<file path="config.mk">
export PLATFORM = sky130hd
export DESIGN_NAME = multi_pattern_substring_search_core
export DESIGN_NICKNAME = d
export VERILOG_FILES = /design/src/rtl/core/mpss_pkg.sv /design/src/rtl/core/mpss_front.sv /design/src/rtl/core/mpss_queue.sv /design/src/rtl/core/mpss_back.sv /design/src/rtl/core/multi_pattern_substring_search_core.sv
export SDC_FILE = /design/constraint.sdc
export NUM_CORES = 2
export LEC_CHECK = 0
export ABC_AREA = 1
export BUFFER_PORTS_ARGS = -buffer_cell sky130_fd_sc_hd__buf_2
export CAP_MARGIN = 20
export CELL_PAD_IN_SITES_DETAIL_PLACEMENT = 1
export CELL_PAD_IN_SITES_GLOBAL_PLACEMENT = 2
export CORE_AREA = 2 2 584 586
export CTS_BUF_LIST = sky130_fd_sc_hd__clkbuf_4 sky130_fd_sc_hd__clkbuf_8 sky130_fd_sc_hd__clkbuf_16
export DETAILED_ROUTE_END_ITERATION = 7
export DIE_AREA = 0 0 586 588
export PLACE_DENSITY = 0.85
export SYNTH_ARGS = -nofsm -noshare
export SYNTH_HDL_FRONTEND = slang
export SYNTH_SLANG_ARGS = --single-unit
</file>
<file path="constraint.sdc">
create_clock -name clk -period 8.1 [get_ports clk]
set_input_delay 0.405 -clock clk [delete_from_list [all_inputs] [get_ports clk]]
set_output_delay 0.405 -clock clk [all_outputs]
set_load 0.005 [all_outputs]
</file>
<file path="src/rtl/core/mpss_pkg.sv">
// ---------------------------------------------------------------------------
// mpss_pkg
// Shared types and constants of the multi-pattern substring search core.
// ---------------------------------------------------------------------------
package mpss_pkg;

  // default sizes
  localparam int MAX_PATTERNS_DEF = 16;
  localparam int MAX_LEN_DEF      = 16;

  // input function codes
  localparam logic [1:0] FUNC_PATTERN = 2'd0;
  localparam logic [1:0] FUNC_TEXT    = 2'd1;
  localparam logic [1:0] FUNC_CLEAR   = 2'd2;

  // width of the reported pattern index
  localparam int OUT_IDX_W = 4;

  // report queue between front and back
  localparam int QDEPTH  = 2;
  localparam int QPTR_W  = (QDEPTH > 1) ? $clog2(QDEPTH) : 1;
  localparam int QLVL_W  = $clog2(QDEPTH + 1);

  // one input item
  typedef struct packed {
    logic [1:0] func;
    logic [7:0] data;
    logic       last;
  } item_t;

  // queue status seen by front and back
  typedef struct packed {
    logic full;
    logic afull;
    logic empty;
  } qstat_t;

endpackage

</file>
<file path="src/rtl/core/mpss_front.sv">
// ---------------------------------------------------------------------------
// mpss_front
// Accepts items, holds the pattern store and the text window, compares the
// window against every closed pattern and hands end-of-text reports to the
// queue.
// ---------------------------------------------------------------------------
module mpss_front #(
  parameter int MAX_PATTERNS = mpss_pkg::MAX_PATTERNS_DEF,
  parameter int MAX_LEN      = mpss_pkg::MAX_LEN_DEF,
  parameter int JOB_W        = 2 * MAX_PATTERNS + $clog2(MAX_PATTERNS + 1)
) (
  input  logic                  clk,
  input  logic                  rst,
  input  logic                  in_valid,
  output logic                  in_ready,
  input  mpss_pkg::item_t       item,
  input  mpss_pkg::qstat_t      qstat,
  output logic                  push,
  output logic [JOB_W-1:0]      push_data
);

  localparam int IDX_W  = (MAX_PATTERNS > 1) ? $clog2(MAX_PATTERNS) : 1;
  localparam int CNT_W  = $clog2(MAX_PATTERNS + 1);
  localparam int LPOS_W = $clog2(MAX_LEN + 1);

  // pattern store: entry 0 holds the latest loaded byte of each pattern
  logic [MAX_PATTERNS-1:0][MAX_LEN-1:0][7:0] pat, pat_next;
  logic [MAX_PATTERNS-1:0][MAX_LEN-1:0]      mask, mask_next;
  logic [MAX_PATTERNS-1:0]                   ovf, ovf_next;
  logic [CNT_W-1:0]                          count, count_next;
  logic [LPOS_W-1:0]                         load_pos, load_pos_next;
  logic                                      open_ovf, open_ovf_next;

  // text window: entry 0 is the newest byte
  logic [MAX_LEN-1:0][7:0]                   win, win_next;
  logic [MAX_LEN-1:0]                        wv, wv_next;
  logic [MAX_PATTERNS-1:0]                   found, found_next;
  logic                                      text_pending, text_pending_next;
  logic                                      end_pending, end_pending_next;

  logic                                      accept, is_load, is_text, is_clear, room;
  logic [IDX_W-1:0]                          slot;
  logic [MAX_PATTERNS-1:0]                   hit;
  logic [MAX_PATTERNS-1:0]                   found_hit;

  // a third report must never be pushed into a full queue
  assign in_ready = !(qstat.full || (qstat.afull && end_pending));
  assign accept   = in_valid && in_ready;
  assign is_load  = accept && (item.func == mpss_pkg::FUNC_PATTERN) &&
                    (count < CNT_W'(MAX_PATTERNS));
  assign is_text  = accept && (item.func == mpss_pkg::FUNC_TEXT);
  assign is_clear = accept && (item.func == mpss_pkg::FUNC_CLEAR);
  assign slot     = count[IDX_W-1:0];
  assign room     = load_pos < LPOS_W'(MAX_LEN);

  // window compare against every closed pattern
  always_comb begin
    logic [MAX_LEN-1:0] ok;
    for (int p = 0; p < MAX_PATTERNS; p++) begin
      for (int i = 0; i < MAX_LEN; i++) begin
        ok[i] = !mask[p][i] || (wv[i] && (pat[p][i] == win[i]));
      end
      hit[p] = (CNT_W'(p) < count) && !ovf[p] && mask[p][0] && (&ok);
    end
  end

  assign found_hit = text_pending ? (found | hit) : found;

  // report to the back end in the cycle after the final text byte
  assign push      = end_pending;
  assign push_data = {count, ovf, found_hit};

  // next state
  always_comb begin
    pat_next          = pat;
    mask_next         = mask;
    ovf_next          = ovf;
    count_next        = count;
    load_pos_next     = load_pos;
    open_ovf_next     = open_ovf;
    win_next          = win;
    wv_next           = end_pending ? '0 : wv;
    found_next        = end_pending ? '0 : found_hit;
    text_pending_next = is_text;
    end_pending_next  = is_text && item.last;

    // shift a text byte into the window
    if (is_text) begin
      for (int i = 1; i < MAX_LEN; i++) begin
        win_next[i] = win[i-1];
        wv_next[i]  = end_pending ? 1'b0 : wv[i-1];
      end
      win_next[0] = item.data;
      wv_next[0]  = 1'b1;
    end

    // drop all patterns
    if (is_clear) begin
      found_next    = '0;
      count_next    = '0;
      load_pos_next = '0;
      open_ovf_next = 1'b0;
    end

    // load a pattern byte into the open slot
    if (is_load) begin
      if (room) begin
        for (int i = 1; i < MAX_LEN; i++) begin
          pat_next[slot][i]  = pat[slot][i-1];
          mask_next[slot][i] = (load_pos != '0) && mask[slot][i-1];
        end
        pat_next[slot][0]  = item.data;
        mask_next[slot][0] = 1'b1;
        load_pos_next      = load_pos + LPOS_W'(1);
      end else begin
        open_ovf_next = 1'b1;
      end
      if (item.last) begin
        ovf_next[slot]   = open_ovf || !room;
        found_next[slot] = 1'b0;
        count_next       = count + CNT_W'(1);
        load_pos_next    = '0;
        open_ovf_next    = 1'b0;
      end
    end
  end

  // payload registers
  always_ff @(posedge clk) begin
    pat  <= pat_next;
    mask <= mask_next;
    ovf  <= ovf_next;
    win  <= win_next;
  end

  // control registers
  always_ff @(posedge clk) begin
    if (rst) begin
      count        <= '0;
      load_pos     <= '0;
      open_ovf     <= 1'b0;
      wv           <= '0;
      found        <= '0;
      text_pending <= 1'b0;
      end_pending  <= 1'b0;
    end else begin
      count        <= count_next;
      load_pos     <= load_pos_next;
      open_ovf     <= open_ovf_next;
      wv           <= wv_next;
      found        <= found_next;
      text_pending <= text_pending_next;
      end_pending  <= end_pending_next;
    end
  end

endmodule

</file>
<file path="src/rtl/core/mpss_queue.sv">
// ---------------------------------------------------------------------------
// mpss_queue
// Short report queue between the front end and the result sequencer.
// ---------------------------------------------------------------------------
module mpss_queue #(
  parameter int W = 8
) (
  input  logic              clk,
  input  logic              rst,
  input  logic              push,
  input  logic [W-1:0]      din,
  input  logic              pop,
  output logic [W-1:0]      dout,
  output mpss_pkg::qstat_t  qstat
);

  logic [W-1:0]                  mem [mpss_pkg::QDEPTH];
  logic [mpss_pkg::QPTR_W-1:0]   wr_ptr, rd_ptr;
  logic [mpss_pkg::QLVL_W-1:0]   level;

  assign dout        = mem[rd_ptr];
  assign qstat.empty = (level == '0);
  assign qstat.full  = (level == mpss_pkg::QLVL_W'(mpss_pkg::QDEPTH));
  assign qstat.afull = (level >= mpss_pkg::QLVL_W'(mpss_pkg::QDEPTH - 1));

  // storage
  always_ff @(posedge clk) begin
    if (push) begin
      mem[wr_ptr] <= din;
    end
  end

  // pointers and fill level
  always_ff @(posedge clk) begin
    if (rst) begin
      wr_ptr <= '0;
      rd_ptr <= '0;
      level  <= '0;
    end else begin
      if (push) begin
        wr_ptr <= (wr_ptr == mpss_pkg::QPTR_W'(mpss_pkg::QDEPTH - 1)) ?
                  '0 : wr_ptr + mpss_pkg::QPTR_W'(1);
      end
      if (pop) begin
        rd_ptr <= (rd_ptr == mpss_pkg::QPTR_W'(mpss_pkg::QDEPTH - 1)) ?
                  '0 : rd_ptr + mpss_pkg::QPTR_W'(1);
      end
      if (push && !pop) begin
        level <= level + mpss_pkg::QLVL_W'(1);
      end else if (pop && !push) begin
        level <= level - mpss_pkg::QLVL_W'(1);
      end
    end
  end

endmodule

</file>
<file path="src/rtl/core/mpss_back.sv">
// ---------------------------------------------------------------------------
// mpss_back
// Result sequencer: walks a queued report and emits one result item per
// closed pattern through a registered output stage.
// ---------------------------------------------------------------------------
module mpss_back #(
  parameter int MAX_PATTERNS = mpss_pkg::MAX_PATTERNS_DEF,
  parameter int JOB_W        = 2 * MAX_PATTERNS + $clog2(MAX_PATTERNS + 1)
) (
  input  logic               clk,
  input  logic               rst,
  input  logic [JOB_W-1:0]   head,
  input  mpss_pkg::qstat_t   qstat,
  output logic               pop,
  output logic               m_tvalid,
  input  logic               m_tready,
  output logic [7:0]         m_tdata,    // [3:0] pattern_index, [4] found, [5] too_long
  output logic               m_tlast     // last_result
);

  localparam int IDX_W = (MAX_PATTERNS > 1) ? $clog2(MAX_PATTERNS) : 1;
  localparam int CNT_W = $clog2(MAX_PATTERNS + 1);

  logic [MAX_PATTERNS-1:0]        h_found, h_ovf;
  logic [CNT_W-1:0]               h_cnt;
  logic [IDX_W-1:0]               idx;
  logic [IDX_W+mpss_pkg::OUT_IDX_W-1:0] idx_wide;
  logic                           adv, take, at_end;

  assign h_found  = head[MAX_PATTERNS-1:0];
  assign h_ovf    = head[2*MAX_PATTERNS-1:MAX_PATTERNS];
  assign h_cnt    = head[JOB_W-1:2*MAX_PATTERNS];
  assign idx_wide = {{mpss_pkg::OUT_IDX_W{1'b0}}, idx};

  assign adv    = !m_tvalid || m_tready;
  assign take   = adv && !qstat.empty && (h_cnt != '0);
  assign at_end = (CNT_W'(idx) + CNT_W'(1)) == h_cnt;
  assign pop    = adv && !qstat.empty && ((h_cnt == '0) || at_end);

  // output payload
  always_ff @(posedge clk) begin
    if (take) begin
      m_tdata <= {2'b00, h_ovf[idx], h_found[idx], idx_wide[mpss_pkg::OUT_IDX_W-1:0]};
      m_tlast <= at_end;
    end
  end

  // output valid and pattern counter
  always_ff @(posedge clk) begin
    if (rst) begin
      m_tvalid <= 1'b0;
      idx      <= '0;
    end else begin
      if (adv) begin
        m_tvalid <= take;
      end
      if (pop) begin
        idx <= '0;
      end else if (take) begin
        idx <= idx + IDX_W'(1);
      end
    end
  end

endmodule

</file>
<file path="src/rtl/core/multi_pattern_substring_search_core.sv">
// ---------------------------------------------------------------------------
// multi_pattern_substring_search_core
// Multi-pattern substring search: pattern store, text window and results.
// ---------------------------------------------------------------------------
// The core takes one item per clock cycle on its input stream while it is
// not stalled: pattern bytes (tuser 0, tlast closes a pattern), text bytes
// (tuser 1, tlast ends the text) and a clear of all patterns (tuser 2). The
// window of the last MAX_LEN text bytes is compared against every closed
// pattern in parallel, in the cycle after the byte enters. On the final text
// byte a report goes into a two-entry queue, and the result sequencer then
// emits one result per closed pattern in load order, one per cycle while the
// output is taken. Input stalls while two reports wait in the queue, or while
// one waits and another text end has just been accepted.
// ---------------------------------------------------------------------------
module multi_pattern_substring_search_core #(
  parameter int MAX_PATTERNS = mpss_pkg::MAX_PATTERNS_DEF,
  parameter int MAX_LEN      = mpss_pkg::MAX_LEN_DEF
) (
  input  logic        clk,
  input  logic        rst,
  input  logic        s_tvalid,
  output logic        s_tready,
  input  logic [7:0]  s_tdata,    // [7:0] data
  input  logic [1:0]  s_tuser,    // [1:0] func
  input  logic        s_tlast,    // last
  output logic        m_tvalid,
  input  logic        m_tready,
  output logic [7:0]  m_tdata,    // [3:0] pattern_index, [4] found, [5] too_long
  output logic        m_tlast     // last_result
);

  localparam int CNT_W = $clog2(MAX_PATTERNS + 1);
  localparam int JOB_W = 2 * MAX_PATTERNS + CNT_W;

  mpss_pkg::item_t   item;
  mpss_pkg::qstat_t  qstat;
  logic              push, pop;
  logic [JOB_W-1:0]  push_data, head;

  assign item.func = s_tuser;
  assign item.data = s_tdata;
  assign item.last = s_tlast;

  mpss_front #(
    .MAX_PATTERNS (MAX_PATTERNS),
    .MAX_LEN      (MAX_LEN),
    .JOB_W        (JOB_W)
  ) u_front (
    .clk       (clk),
    .rst       (rst),
    .in_valid  (s_tvalid),
    .in_ready  (s_tready),
    .item      (item),
    .qstat     (qstat),
    .push      (push),
    .push_data (push_data)
  );

  mpss_queue #(
    .W (JOB_W)
  ) u_queue (
    .clk   (clk),
    .rst   (rst),
    .push  (push),
    .din   (push_data),
    .pop   (pop),
    .dout  (head),
    .qstat (qstat)
  );

  mpss_back #(
    .MAX_PATTERNS (MAX_PATTERNS),
    .JOB_W        (JOB_W)
  ) u_back (
    .clk      (clk),
    .rst      (rst),
    .head     (head),
    .qstat    (qstat),
    .pop      (pop),
    .m_tvalid (m_tvalid),
    .m_tready (m_tready),
    .m_tdata  (m_tdata),
    .m_tlast  (m_tlast)
  );

endmodule

</file>
==> results.json <==
{
  "holdPathStages": 5,
  "cts_max_level": 5,
  "rr_startpoint": "u_front.push",
  "syn2layout_area_growth_pct": 12.0,
  "drt_iter0_drc": 12881,
  "core-area_sq_um": 338000,
  "gr-usage-all-layers_pct": 30.1,
  "fin_hold_ws_ns": 0.142,
  "rrSetupSlack_ns": 3.21,
  "dieArea_sq_um": 345000,
  "rsz0062_at_grt": "false",
  "grt_max_degree": 118,
  "max-vdd-ir-drop_mv": 0.179,
  "cp_data_required_time_ns": 8.58,
  "reg2regPathDepth": 10,
  "synth.distinct_cells": 53,
  "clock_latency_ns": 0.89,
  "place_area_sq_um": 134000,
  "slew_headroom_pct": 16.1,
  "drcViolationCount": 0,
  "period_minus_slack_ns": 4.89,
  "arrival_ns": 5.37,
  "ant_nets": 0,
  "status": "finished clean",
  "use_met3_pct": 4.74,
  "power_w": 0.0294,
  "die_x_um": 586,
  "syn-cell-area_sq_um": 128000,
  "syn_avg_cell_area_sq_um": 9.68,
  "dp_hpwl_mm": 344,
  "finalClockSkew_ns": 0.0452,
  "fp.dieH_um": 588,
  "cts.clk_slew.worst_paths_ns": 0.06,
  "fin_setup_tns_ns": 0,
  "fp-row-count": 214,
  "p_leak_nw": 53.0,
  "synthTopCellsByArea": "edfxtp_1, nand2_1, inv_1",
  "start_util_pct": 37.9,
  "routedWlPerCell_um": 29.8,
  "synth_top_cell_by_area": "edfxtp_1",
  "finalCritPeriodShare_pct": 60.4,
  "synth-seq-cells": 2584,
  "cts_tree": "yes",
  "nFillCells": 37989,
  "power_density_nw_per_um2": 205,
  "grt_pass1_vias": 106146,
  "worst_pin_slew_ns": 1.26,
  "min_path_type": "in -> reg",
  "seqCellArea_sq_um": 77100,
  "r2r_end": "u_front.pat[1991]",
  "yosys-top-cells-count": "nand2_1, edfxtp_1, inv_1",
  "startpoint_type": "register",
  "syn_inst": 13246,
  "drv_cap": 0,
  "finalInstanceArea_sq_um": 144000,
  "postCtsSetupBuffers": 0,
  "yosysWarnings": 0,
  "endpoint_kind": "register",
  "synth_most_common_cell": "nand2_1",
  "grt_pass1_wl_mm": 758,
  "clock.fmax_mhz": 204,
  "synth_edf_count": 2529,
  "top_usage_layer": "met2",
  "grt_use_met1_pct": 40.0,
  "firstDrtPassIters": 6,
  "path_class": "reg -> reg",
  "hold_start": "s_tuser[1]",
  "via_per_inst": 5.91,
  "nets": 13155,
  "pre_cts_ws_ns": 3.25,
  "hold_viol": 0,
  "wl_mm": 533,
  "ys_seq_area_share_pct": 60.1,
  "ys.flop_type": "edfxtp_1",
  "synth_top_area_share_pct": 59.2,
  "drive_gt1_share_pct": 8.03,
  "gp_congestion": 0.915,
  "hold_end": "u_front.load_pos[3]",
  "async_flop_share_pct": 0,
  "port_buffers": 23,
  "numCtsBuffers": 291,
  "ioPinCount": 26,
  "grtUsageMet2_pct": 47.7,
  "antenna_found_initial": 27,
  "drv_slew": 0,
  "path_max_fanout": 41,
  "multiInputGateArea_sq_um": 43600,
  "grt_overflow_total": 0,
  "cts-root-buf": "clkbuf_16",
  "clockBufferDepth": 4,
  "finalSetupViolCount": 0,
  "via_count": 105716,
  "cts.sinks": 2584,
  "fin_ws_ns": 3.21
}
## stage by stage
step	util, %	cells
final	42.4	17900
after detailed placement	39.6	17347
after CTS	42.4	17879
after global routing	42.4	17892
after floorplan	-	13247
after global placement	39.6	17340
## critical path, stage by stage (launching register included)
cell and delay (ns):
dfxtp_2 0.33, inv_4 0.09, nand2_2 0.06, o21ai_2 0.08, nand2_2 0.13, nor4_4 0.31, inv_2 0.09, nor2_2 0.81
inv_2 0.65, nor2_4 1.02, buf_4 0.80
## logic make-up after synthesis
| family | synth area share, % |
|---|---|
| buffers and inverters | 6.49 |
| other | 0.00292 |
| AND/OR/NAND/NOR | 18.8 |
| flip-flops | 60.1 |
| adder cells (fa/ha/maj) | 0.0878 |
| AO/OA/AOI/OAI | 11.1 |
| XOR/XNOR | 3.42 |
## registers in the layout, indices dropped and copies added, names as in the netlist, 2 cells and up, named ones only
| signal | cells |
|---|---|
| u_back.idx | 4 |
| u_back.m_tdata | 6 |
| u_front.count | 5 |
| u_front.found | 16 |
| u_front.load_pos | 5 |
| u_front.mask | 256 |
| u_front.ovf | 16 |
| u_front.pat | 2048 |
| u_front.win | 128 |
| u_front.wv | 16 |
| u_queue.level | 2 |
| u_queue.mem | 74 |
## cells in the final DEF, fill, tap and decap left out, drive strengths merged, types with 72 or more instances in the layout
cell    instances
inv          1366
a221oi        158
o31ai          72
a211oi        180
o21ai         620
o221ai        129
nor3           89
nand4         305
a21oi         363
xor2           80
nand2        3528
edfxtp       2529
nand3         476
o211ai        296
clkinv        121
nor2         1215
o22ai         238
xnor2         421
or2           178
clkbuf        392
buf           285
## how the worst max path moves through the flow
stage	end	cells after the start	from	slack (ns)
CTS	u_front.mask[163]	9	u_front.count[1]	3.32
floorplan	u_front.mask[100]	11	u_front.push	-0.33
global route	u_front.pat[1991]	10	u_front.push	3.07
global placement	u_front.pat[1990]	7	s_tuser[1]	3.34
detailed placement	u_front.pat[1991]	10	u_front.push	3.25
finish	u_front.pat[1991]	10	u_front.push	3.21
## power breakdown
| group | switching [W] | internal, W | leakage [nW] | total [W] |
|---|---|---|---|---|
| clock network | 0.00567 | 0.00774 | 4.69 | 0.0134 |
| registers | 0.0000942 | 0.0147 | 23.2 | 0.0148 |
| logic | 0.000874 | 0.000288 | 25.1 | 0.00116 |
## area by class of cell
| type | count | area share [%] |
|---|---|---|
| clock inverter | 127 | 0.760 |
| multi-input combinational | 8569 | 30.4 |
| tap | 4536 | 3.95 |
| sequential | 2584 | 53.6 |
| inverter | 1383 | 3.64 |
| antenna | 9 | 0.0157 |
| timing repair buffer | 302 | 1.85 |
| clock buffer | 390 | 5.75 |
## routing by layer
layer / part of all wire (%) / wire [um]
met5: 0.019 / 102
met4: 5.8 / 31000
met3: 9.0 / 48000
met2: 46 / 243000
met1: 40 / 211000
## timing repair
item                      CTS  global route
hold endpoints to repair   17             0
hold buffers               15             0
gates resized for setup     0             0
No activity file was read; power rests on OpenSTA's default activity.
